$ cat src/sv/bpa_pkg.sv
// Shared constants, types and command codes of the buddy page allocator.
// Used by bpa_ctrl, bpa_dpath and buddy_page_allocator; depends on nothing.
package bpa_pkg;

	localparam int MAX_ORDER  = 10;
	localparam int NPAGES     = 1 << MAX_ORDER;
	localparam int PAGE_W     = MAX_ORDER;
	localparam int LINK_W     = PAGE_W + 1;
	localparam int LVL_W      = $clog2(MAX_ORDER + 2);
	localparam int HEAD_IDX_W = (MAX_ORDER < 1) ? 1 : $clog2(MAX_ORDER + 1);
	localparam int STEP_W     = PAGE_W + 1;
	localparam int ORDER_W    = 5;
	localparam int PAGE_IN_W  = 10;
	localparam logic [LINK_W-1:0] NIL = LINK_W'(NPAGES);

	typedef enum logic [1:0] {
		RES_OK         = 2'd0,
		RES_ORDER_BIG  = 2'd1,
		RES_NO_BLOCK   = 2'd2,
		RES_DOUBLE_FREE = 2'd3
	} res_code_t;

	typedef enum logic [4:0] {
		OP_NONE,
		OP_CLEAR,
		OP_ACCEPT,
		OP_LVL_INC,
		OP_POP_RD,
		OP_POP_WR,
		OP_POP_TAKE,
		OP_SPLIT_POP,
		OP_PUSH_BUD,
		OP_PUSH_BLK,
		OP_META_RD,
		OP_FREE_SET,
		OP_BUD_RD,
		OP_BUD_EVAL,
		OP_RM_START,
		OP_RM_STEP,
		OP_RM_UNLINK,
		OP_RM_LINK,
		OP_RM_NEXT,
		OP_FINISH,
		OP_OUT_LOAD
	} op_t;

	typedef struct packed {
		op_t       op;
		res_code_t code;
	} cmd_t;

	typedef struct packed {
		logic clr_last;
		logic is_free;
		logic ord_big;
		logic lvl_gt_max;
		logic head_nil;
		logic lvl_eq_ord;
		logic lvl_at_max;
		logic rd_taken;
		logic bud_match;
		logic hd_is_target;
		logic walk_cont;
		logic prev_nil;
		logic sel_hi;
		logic out_free;
	} flags_t;

	typedef enum logic [4:0] {
		S_CLEAR,
		S_IDLE,
		S_CHECK,
		S_SEARCH,
		S_SP_RD,
		S_SP_WR,
		S_SP_BUD,
		S_SP_BLK,
		S_AL_RD,
		S_AL_WR,
		S_F_RD,
		S_F_CHK,
		S_F_PUSH,
		S_M_CHK,
		S_M_EVAL,
		S_RM_START,
		S_RM_WALK,
		S_RM_LINK,
		S_RM_POP_RD,
		S_RM_POP_WR,
		S_RM_DONE,
		S_M_PUSH,
		S_DONE
	} state_t;

endpackage

$ cat src/sv/bpa_ctrl.sv
// Sequencing state machine of the buddy page allocator.
// Depends on bpa_pkg; drives bpa_dpath through cmd_t and reads flags_t.
module bpa_ctrl (
	input  logic            clk,
	input  logic            arst_n,
	input  logic            in_valid,
	input  bpa_pkg::flags_t flags,
	output bpa_pkg::cmd_t   cmd,
	output logic            in_ready
);

	bpa_pkg::state_t state_q, state_d;

	always_ff @(posedge clk or negedge arst_n) begin
		if (!arst_n) begin
			state_q <= bpa_pkg::S_CLEAR;
		end else begin
			state_q <= state_d;
		end
	end

	always_comb begin
		state_d  = state_q;
		cmd.op   = bpa_pkg::OP_NONE;
		cmd.code = bpa_pkg::RES_OK;
		in_ready = 1'b0;
		unique case (state_q)
			bpa_pkg::S_CLEAR: begin
				cmd.op = bpa_pkg::OP_CLEAR;
				if (flags.clr_last) begin
					state_d = bpa_pkg::S_IDLE;
				end
			end
			bpa_pkg::S_IDLE: begin
				in_ready = 1'b1;
				if (in_valid) begin
					cmd.op  = bpa_pkg::OP_ACCEPT;
					state_d = bpa_pkg::S_CHECK;
				end
			end
			bpa_pkg::S_CHECK: begin
				priority if (flags.is_free) begin
					state_d = bpa_pkg::S_F_RD;
				end else if (flags.ord_big) begin
					cmd.op   = bpa_pkg::OP_FINISH;
					cmd.code = bpa_pkg::RES_ORDER_BIG;
					state_d  = bpa_pkg::S_DONE;
				end else begin
					state_d = bpa_pkg::S_SEARCH;
				end
			end
			bpa_pkg::S_SEARCH: begin
				priority if (flags.lvl_gt_max) begin
					cmd.op   = bpa_pkg::OP_FINISH;
					cmd.code = bpa_pkg::RES_NO_BLOCK;
					state_d  = bpa_pkg::S_DONE;
				end else if (flags.head_nil) begin
					cmd.op = bpa_pkg::OP_LVL_INC;
				end else if (flags.lvl_eq_ord) begin
					state_d = bpa_pkg::S_AL_RD;
				end else begin
					state_d = bpa_pkg::S_SP_RD;
				end
			end
			bpa_pkg::S_SP_RD: begin
				if (flags.head_nil) begin
					cmd.op   = bpa_pkg::OP_FINISH;
					cmd.code = bpa_pkg::RES_NO_BLOCK;
					state_d  = bpa_pkg::S_DONE;
				end else begin
					cmd.op  = bpa_pkg::OP_POP_RD;
					state_d = bpa_pkg::S_SP_WR;
				end
			end
			bpa_pkg::S_SP_WR: begin
				cmd.op  = bpa_pkg::OP_SPLIT_POP;
				state_d = bpa_pkg::S_SP_BUD;
			end
			bpa_pkg::S_SP_BUD: begin
				cmd.op  = bpa_pkg::OP_PUSH_BUD;
				state_d = bpa_pkg::S_SP_BLK;
			end
			bpa_pkg::S_SP_BLK: begin
				cmd.op  = bpa_pkg::OP_PUSH_BLK;
				state_d = flags.lvl_eq_ord ? bpa_pkg::S_AL_RD : bpa_pkg::S_SP_RD;
			end
			bpa_pkg::S_AL_RD: begin
				if (flags.head_nil) begin
					cmd.op   = bpa_pkg::OP_FINISH;
					cmd.code = bpa_pkg::RES_NO_BLOCK;
					state_d  = bpa_pkg::S_DONE;
				end else begin
					cmd.op  = bpa_pkg::OP_POP_RD;
					state_d = bpa_pkg::S_AL_WR;
				end
			end
			bpa_pkg::S_AL_WR: begin
				cmd.op  = bpa_pkg::OP_POP_TAKE;
				state_d = bpa_pkg::S_DONE;
			end
			bpa_pkg::S_F_RD: begin
				cmd.op  = bpa_pkg::OP_META_RD;
				state_d = bpa_pkg::S_F_CHK;
			end
			bpa_pkg::S_F_CHK: begin
				if (!flags.rd_taken) begin
					cmd.op   = bpa_pkg::OP_FINISH;
					cmd.code = bpa_pkg::RES_DOUBLE_FREE;
					state_d  = bpa_pkg::S_DONE;
				end else begin
					cmd.op  = bpa_pkg::OP_FREE_SET;
					state_d = bpa_pkg::S_F_PUSH;
				end
			end
			bpa_pkg::S_F_PUSH: begin
				cmd.op  = bpa_pkg::OP_PUSH_BLK;
				state_d = bpa_pkg::S_M_CHK;
			end
			bpa_pkg::S_M_CHK: begin
				if (flags.lvl_at_max) begin
					state_d = bpa_pkg::S_DONE;
				end else begin
					cmd.op  = bpa_pkg::OP_BUD_RD;
					state_d = bpa_pkg::S_M_EVAL;
				end
			end
			bpa_pkg::S_M_EVAL: begin
				if (flags.bud_match) begin
					cmd.op  = bpa_pkg::OP_BUD_EVAL;
					state_d = bpa_pkg::S_RM_START;
				end else begin
					state_d = bpa_pkg::S_DONE;
				end
			end
			bpa_pkg::S_RM_START: begin
				priority if (flags.head_nil) begin
					state_d = bpa_pkg::S_RM_DONE;
				end else if (flags.hd_is_target) begin
					state_d = bpa_pkg::S_RM_POP_RD;
				end else begin
					cmd.op  = bpa_pkg::OP_RM_START;
					state_d = bpa_pkg::S_RM_WALK;
				end
			end
			bpa_pkg::S_RM_WALK: begin
				priority if (flags.walk_cont) begin
					cmd.op = bpa_pkg::OP_RM_STEP;
				end else if (flags.prev_nil) begin
					state_d = bpa_pkg::S_RM_DONE;
				end else begin
					cmd.op  = bpa_pkg::OP_RM_UNLINK;
					state_d = bpa_pkg::S_RM_LINK;
				end
			end
			bpa_pkg::S_RM_LINK: begin
				cmd.op  = bpa_pkg::OP_RM_LINK;
				state_d = bpa_pkg::S_RM_POP_RD;
			end
			bpa_pkg::S_RM_POP_RD: begin
				cmd.op  = bpa_pkg::OP_POP_RD;
				state_d = bpa_pkg::S_RM_POP_WR;
			end
			bpa_pkg::S_RM_POP_WR: begin
				cmd.op  = bpa_pkg::OP_POP_WR;
				state_d = bpa_pkg::S_RM_DONE;
			end
			bpa_pkg::S_RM_DONE: begin
				if (!flags.sel_hi) begin
					cmd.op  = bpa_pkg::OP_RM_NEXT;
					state_d = bpa_pkg::S_RM_START;
				end else begin
					cmd.op  = bpa_pkg::OP_LVL_INC;
					state_d = bpa_pkg::S_M_PUSH;
				end
			end
			bpa_pkg::S_M_PUSH: begin
				cmd.op  = bpa_pkg::OP_PUSH_BLK;
				state_d = bpa_pkg::S_M_CHK;
			end
			bpa_pkg::S_DONE: begin
				if (flags.out_free) begin
					cmd.op  = bpa_pkg::OP_OUT_LOAD;
					state_d = bpa_pkg::S_IDLE;
				end
			end
			default: begin
				state_d = bpa_pkg::S_IDLE;
			end
		endcase
	end

endmodule

$ cat config.mk
export PLATFORM = sky130hd
export DESIGN_NAME = bpa_ctrl
export DESIGN_NICKNAME = d
export VERILOG_FILES = /design/src/sv/bpa_pkg.sv /design/src/sv/bpa_ctrl.sv
export SDC_FILE = /design/constraint.sdc
export NUM_CORES = 1
export LEC_CHECK = 0
export CORE_MARGIN = 3
export CORE_UTILIZATION = 50
export CTS_CLUSTER_DIAMETER = 100
export CTS_CLUSTER_SIZE = 8
export DETAILED_ROUTE_END_ITERATION = 6
export DONT_BUFFER_PORTS = 1
export GPL_TIMING_DRIVEN = 0
export PLACE_DENSITY = 0.7
export SLEW_MARGIN = 10
export SYNTH_ARGS = -nofsm -noshare
export SYNTH_HDL_FRONTEND = slang
export SYNTH_SLANG_ARGS = --single-unit
$ cat constraint.sdc
create_clock -name clk -period 2.5 [get_ports clk]
set_input_delay 0.375 -clock clk [delete_from_list [all_inputs] [get_ports clk]]
set_output_delay 0.375 -clock clk [all_outputs]
set_load 0.02 [all_outputs]
# Word-level counts from Yosys, hierarchy flattened
# Index checks and enable logic that the tools add are counted.
# totals
register_bits	5
output_inout_bits	8
# op_classes
eq_ne	27
n_mux	40
reduce_logical	5
# ops
cell	n
$pmux 5 s22	1
$mux 5	21
$pmux 5 s20	1
$eq 5x4->1 const B	8
$eq 5x5->1 const B	7
$eq 5x3->1 const B	4
$mux 4	5
$mux 7	2
$mux 2	6
$eq 5x2->1 const B	2
$ne 2x2->1 const B	4
$pmux 2 s4	1
$mux 3	2
$eq 5x1->1 const B	1
$logic_not 5->1	1
$reduce_and 5->1	1
$reduce_or 2->1	2
$ne 3x3->1 const B	1
$reduce_or 3->1	1
$mux 1	1

# Longest topological paths before layout
# Gate-level depths: netlist (run 1).
# logic_depth
ltp_word	4
mapped_depth	8
depth_no_buf	5

# Least setup slack after synthesis (run 1)
# No wires, ideal clock.
# synth_timing
path_kind	reg-to-output
from	register state_q[3]
to	output port cmd[3] in the netlist's numbering
t_arrival_ps	1718
path_slack_ps	407
path_stages_with_launch	8
n_path_buf	3
cell_sequence	dfrtp_1 > buf_2 > clkbuf_1 > buf_1 > nor3_1 > nor2_1 > a221oi_1 > o2111ai_1
# synth_lines
element	line	rtl
start: declaration	bpa_ctrl.sv:12	bpa_pkg::state_t state_q, state_d;
start signal: assignment	bpa_ctrl.sv:16	state_q <= bpa_pkg::S_CLEAR;
start signal: assignment	bpa_ctrl.sv:18	state_q <= state_d;
end: declaration	bpa_ctrl.sv:8	output bpa_pkg::cmd_t cmd,

==> summary.txt, run 1 <==
Timing
  • Fin Clk Skew: 0.000456 ns
  • Slew headroom: 55.8%
  • Crit share post-route: 97.3%
  • Worst Tran Pin Value: 0.658 ns
  • Final hold violation count: 0
  • Minimum clock period: 2.43 ns
  • Fmax: 0.411 GHz
  • Final Setup Violations: 0
  • Slew Viols, Final: 0
  • Worst hold margin: 0.404 ns
  • RSZ-0062 raised after global routing: yes

Place
  • DP Area: 0.00113 mm^2
  • Final GP Congestion: 1.01
  • DP Wirelength: 3100 um
  • Port Buf Inserts: 0

Yosys
  • Post-synth EDFFs: 0
  • Fraction of registers with async set/reset: 100%
  • Sequential fraction of the synthesis area: 11.4%
  • Area leader, netlist: dfrtp_1
  • Syn Nets: 188
  • Mapped cell area: 0.00110 mm^2
  • Avg Inst Size Synth: 6.42 um^2
  • Top post-synthesis cells by area: dfrtp_1, nor3_1, nand2_1, nor2_1, o21ai_0
  • Most common cell in the netlist: nand2_1
  • Ys Warns: 0
  • Top cell type's share of synthesized area: 11.4%
  • Synthesized instance count: 171
  • Commonest cells post-synth: nand2_1, nor2_1, nor3_1, o21ai_0, a21oi_1
  • Synth cell types: 54
  • FF+latch count, synth: 5
  • Top FF cell, synth: dfrtp_1

Critical path
  • Crit path largest cell delay: 0.43 ns
  • CP Launch Type: flip-flop
  • CP max-delay cell: dfrtp_1
  • Critical path type: flip-flop to output pin
  • CP Cell Sequence: nand2b_1, nor2_1, and4_1, or3_1, a211o_1
  • Crit-path max FO: 6
  • Element type at the critical path end: output pin
  • Critical path arrival: 2.06 ns
  • Worst Path Required: 2.12 ns

Power and ir drop
  • Overall power: 1.91 mW
  • Sw power: 1.14 mW
  • Flop pwr share: 8.7%
  • Sw frac: 59.7%
  • Int Pwr: 0.771 mW
  • Worst VDD drop: 0.000654 V
  • P_leak: 0.488 nW
  • Combinational Power Share: 86.4%
  • Clock power share: 4.9%
  • PD cells: 1570 mW/mm^2

GRT
  • GRT Overall Usage: 32.7%
  • First-pass GRT wire length: 6740 um
  • Vias in the first global route: 1421
  • Total congestion overflow: 0
  • Largest net degree at the start of global routing: 11
  • Initial antenna violation count: 0

Finish
  • # diodes: 0
  • Top flop regs: state_q x5
  • Nets: 194
  • Largest Register: state_q
  • Fin area: 0.00122 mm^2
  • Max FFs per register: 5
  • P&R area growth vs syn: 11.1%
  • Fillers: 201
  • Layout cell share with drive strength beyond 1: 16.5%

Drt
  • Vias: 1501
  • Pre-antenna DRT Iters: 5
  • Initial drt markers: 170
  • Routed wire length: 4320 um
  • Residual DRC count: 0
  • Final ANT Viol Nets: 0
  • Post-DR wirelength/cell: 21.3 um
  • Routed vias/inst: 7.39

Clocking
  • # H-tree levels: 1
  • Clk_lat worst skew: 0.24 ns
  • Num CTS Buffers: 3
  • Root buf cell: clkbuf_4
  • CTS max path bufs: 2
  • CTS Sinks: 5
  • Clock slew seen by the registers of the worst setup and hold paths: 0.04 ns
  • CTS tree: yes

Floorplan
  • Initial Utilization: 54.3%
  • Cell row count: 16
  • Die Ht: 52.8 um
  • Num ports: 25
  • Die width: 52.8 um
  • Core ar.: 0.00202 mm^2
  • Die Area: 0.00279 mm^2

Flow run
  • Max Cap Violations: 0

Hold path
  • HP Class: input port to flip-flop

Run status
  • Status: finished clean
## cells in the final DEF, fill, tap and decap left out, types with 3 or more instances in the layout
cell / count
nand2_1: 17
nor2_1: 15
nor3_1: 14
clkbuf_4: 11
o21ai_0: 9
a21oi_1: 8
nand2b_1: 7
nor2b_1: 6
dfrtp_1: 5
nand3_1: 4
or3_1: 4
or2_2: 4
inv_1: 4
a22oi_1: 4
nor4_1: 4
nand3b_1: 3
a31oi_1: 3
## final cells by class
class                   count  area (um^2)  area share [%]
plain buffers              15         98.8            8.11
clock buffers               4         26.3            2.16
inverters                   5         18.8            1.54
multi-input cells         146          906            74.3
flip-flops and latches      5          125            10.3
well taps                  27         33.8            2.77
repair buffers              1         10.0           0.821
## power by group through the flow
stage	clock network [mW]	registers [mW]	logic [mW]
after floorplan	0	0.152	1.19
after global placement	0	0.162	1.52
after detailed placement	0	0.165	1.50
after CTS	0.0958	0.164	1.54
after global routing	0.101	0.174	1.77
final	0.0944	0.166	1.65
## what timing repair did
action	CTS	global route
hold buffers	1	0
hold endpoints to repair	5	0
setup endpoints to repair	4	4
buffers inserted	0	0
pin swaps	2	3
resized for setup	8	19
## worst max-delay path, delay by kind of cell (launching register included)
kind | cells | cell delay [ns]
AO/OA/AOI/OAI | 1 | 0.37
flip-flops | 1 | 0.43
AND/OR/NAND/NOR | 4 | 1.01
## per-layer routing
layer | track usage, % | wire length (um) | part of all wire [%] | vias to the layer above
li1 | - | - | - | 657
met1 | 42.7 | 1540 | 36 | 656
met4 | 14.0 | 247 | 5.7 | 0
met2 | 51.0 | 1860 | 43 | 151
met3 | 7.12 | 668 | 15 | 37
met5 | 0 | 0 | 0 | -
## metrics by stage
step | TNS, ns | utilization [%] | worst slack (ns) | std cells
5_1_grt | -0.0386 | 60.3 | -0.0386 | 203
4_1_cts | 0 | 58.9 | 0.00927 | 203
6_report | 0 | 60.3 | 0.0673 | 203
3_3_place_gp | 0 | 55.9 | 0.0256 | 198
2_1_floorplan | 0 | - | 0.407 | 171
3_5_place_dp | 0 | 55.9 | 0.0313 | 198
## worst paths after layout
| path | start | end | slack [ns] | cells past startpoint |
|---|---|---|---|---|
| min in group asynchronous | arst_n | state_q[3]$_DFFE_PN0P_ | 0.43 | 1 |
| worst max register to register | state_q[2]$_DFFE_PN0P_ | state_q[0]$_DFFE_PN0P_ | 0.40 | 6 |
| worst min-delay path | flags[0] | state_q[2]$_DFFE_PN0P_ | 0.40 | 2 |
| max in group asynchronous | arst_n | state_q[1]$_DFFE_PN0P_ | 1.88 | 1 |
| worst max-delay path | state_q[1]$_DFFE_PN0P_ | cmd[6] | 0.07 | 5 |
| worst min register to register | state_q[0]$_DFFE_PN0P_ | state_q[2]$_DFFE_PN0P_ | 0.79 | 3 |
## cells by family after synthesis
group                     share of synthesized area (%)
buffers and inverters                              7.87
AOI/OAI and AO/OA                                  32.5
DFF                                                11.4
muxes                                              1.82
and+or+nand+nor                                    44.8
xor gates and xnor gates                           1.60
Note: power is estimated with default switching activity, not from simulation.
==> run 2: changes to the inputs <==
--- a/config.mk
+++ b/config.mk
@@ -12,7 +12,7 @@
 export DETAILED_ROUTE_END_ITERATION = 6
 export DONT_BUFFER_PORTS = 1
 export GPL_TIMING_DRIVEN = 0
-export PLACE_DENSITY = 0.7
+export PLACE_DENSITY = 0.73
 export SLEW_MARGIN = 10
 export SYNTH_ARGS = -nofsm -noshare
 export SYNTH_HDL_FRONTEND = slang
==> constraint.sdc (replaced) <==
create_clock -name clk -period 2 [get_ports clk]
set_input_delay 0.3 -clock clk [delete_from_list [all_inputs] [get_ports clk]]
set_output_delay 0.3 -clock clk [all_outputs]
set_load 0.02 [all_outputs]
==> run 2 against run 1 <==
The run now ends with DRC, setup timing left. Sequential cell count unchanged. First-iteration DRC count increased by 41%. Setup slack got worse by 0.32 ns. Cell count up 12%. Count of clock-buffer cells in the layout did not move. Critical endpoint is now cmd[2]. Largest cell class unchanged.
==> summary.txt, run 2 (synthesized netlist as in run 1, its figures left out) <==
Drt
  • Residual DRC count: 4
  • Post-DR wirelength/cell: 25.1 um
  • Routed wire length: 5730 um
  • Initial drt markers: 239
  • Metal-1 WL: 2050 um
  • Vias: 1794
  • Metal3 WL: 881 um
  • Top layer in use: met4
  • Met2 WL post-DR: 2420 um
  • Final ANT Viol Nets: 0
  • Pre-antenna DRT Iters: 7
  • Routed vias/inst: 7.87

Clocking
  • # H-tree levels: 1
  • Root buf cell: clkbuf_4
  • CTS tree: yes
  • Clk_lat worst skew: 0.29 ns
  • CTS max path bufs: 2
  • CTS Sinks: 5
  • Num CTS Buffers: 3
  • Clock slew seen by the registers of the worst setup and hold paths: 0.06 ns

Critical path
  • Element type at the critical path end: output pin
  • CP delay by family, top: compound AO/OA/AOI/OAI gates
  • Worst Path Required: 1.70 ns
  • Critical R2R Capture: state_q[3]$_DFFE_PN0P_
  • Critical path arrival: 1.96 ns
  • CP max-delay cell: dfrtp_1
  • CP Cell Sequence: buf_6, clkbuf_16, buf_8, nor3_2, nor2_1, a221oi_2, o211ai_1
  • CP Buf/Inv Count: 3
  • Critical path type: flip-flop to output pin
  • R2R depth: 7
  • R2r setup slk: -0.09 ns
  • Crit-path max FO: 10
  • CP Launch Type: flip-flop
  • R2R Path Start: state_q[0]$_DFFE_PN0P_
  • Crit path largest cell delay: 0.45 ns

Power and ir drop
  • Worst VDD drop: 0.00155 V
  • Clock power share: 4.1%
  • P_leak: 0.681 nW
  • Flop pwr share: 6.9%
  • Sw frac: 54.0%
  • Overall power: 3.54 mW
  • Combinational Power Share: 88.9%
  • Int Pwr: 1.63 mW
  • Sw power: 1.91 mW
  • PD cells: 2080 mW/mm^2

Timing
  • Crit share post-route: 113%
  • Fin Clk Skew: 0.0138 ns
  • Slew Viols, Final: 0
  • Slew headroom: 57.8%
  • Minimum clock period: 2.26 ns
  • RSZ-0062 raised after global routing: yes
  • Final WS setup: -0.257 ns
  • Worst Tran Pin Value: 0.633 ns
  • Worst hold margin: 0.257 ns
  • Fmax: 0.443 GHz
  • Final hold violation count: 0
  • Final Setup Violations: 10

Finish
  • Top flop regs: state_q x5
  • # diodes: 0
  • Commonest non-fill, non-tap cell in the layout: buf_4
  • Fin area: 0.00170 mm^2
  • Largest Register: state_q
  • Nets: 219
  • P&R area growth vs syn: 54.8%
  • Most frequent cells in the layout: buf_4, nand2_1, buf_6, nor3_1, nor2_1
  • Max FFs per register: 5
  • Final Non-Filler Cells: 228
  • Core Util, Final: 84.0%
  • Layout cell share with drive strength beyond 1: 42.3%

GRT
  • Initial antenna violation count: 0
  • Total congestion overflow: 0
  • Largest net degree at the start of global routing: 11
  • First-pass GRT wire length: 7660 um
  • Vias in the first global route: 1602
  • GRT Overall Usage: 38.1%

Place
  • Port Buf Inserts: 0
  • DP Area: 0.00114 mm^2
  • Inst Count DP: 198
  • Final GP Congestion: 0.953
  • DP Wirelength: 3120 um

Hold path
  • HP Start: flags[0]
  • HP Class: input port to flip-flop
  • Hold Path Sink: state_q[2]$_DFFE_PN0P_
  • Hold Crit Depth: 2

Floorplan
  • Core ar.: 0.00202 mm^2
  • Num ports: 25
  • Die Ht: 52.8 um
  • Die width: 52.8 um
  • Initial Utilization: 54.3%
  • Cell row count: 16
  • Die Area: 0.00279 mm^2

Run status
  • Failing checks: DRC, setup timing
  • Status: finished with violations

Flow run
  • Max Cap Violations: 0
==> run 2: metrics by stage <==
stage | TNS, ns | setup slack, ns
after CTS | -0.730 | -0.131
after floorplan | 0 | 0.0201
after global placement | -1.49 | -0.290
after detailed placement | -1.61 | -0.316
after global routing | -2.24 | -0.453
final | -1.39 | -0.257
==> run 2: layout make-up <==
| type | count | area [um^2] |
|---|---|---|
| Timing Repair Buffer | 26 | 229 |
| Buffer | 15 | 180 |
| Fill cell | 115 | 323 |
| Multi-Input combinational cell | 146 | 1080 |
| Clock buffer | 4 | 26.3 |
| Sequential cell | 5 | 128 |
| Inverter | 5 | 25.0 |
| Tap cell | 27 | 33.8 |
==> run 2: layer usage <==
metal | vias up | GRT usage (%)
li1 | 703 | -
met1 | 802 | 45.7
met2 | 215 | 62.0
met3 | 74 | 8.83
met4 | 0 | 20.0
met5 | - | 0
==> run 2: power groups by stage <==
stage	Combinational (mW)	Sequential [mW]	Clock [mW]
final	3.14	0.245	0.147
after global routing	3.31	0.244	0.143
after CTS	2.53	0.220	0.134
after detailed placement	1.92	0.205	0
after global placement	1.91	0.201	0
after floorplan	1.51	0.191	0
==> run 2: repair_timing <==
action / in CTS / in global routing
gates resized for setup: 55 / 33
pin swaps: 17 / 12
endpoints found under the setup margin: 11 / 11
hold buffers: 1 / 0
hold endpoints to repair: 5 / 0
setup buffers: 18 / 7
==> run 2: worst max path at each step <==
stage	cells past startpoint	endpoint	slack, ns	start
CTS	5	cmd[2]	-0.13	state_q[2]$_DFFE_PN0P_
global placement	5	cmd[2]	-0.29	state_q[4]$_DFFE_PN0P_
detailed placement	5	cmd[2]	-0.32	state_q[4]$_DFFE_PN0P_
finish	7	cmd[2]	-0.26	state_q[3]$_DFFE_PN0P_
floorplan	7	cmd[2]	0.02	state_q[2]$_DFFE_PN0P_
global route	7	state_q[0]$_DFFE_PN0P_	-0.45	state_q[0]$_DFFE_PN0P_
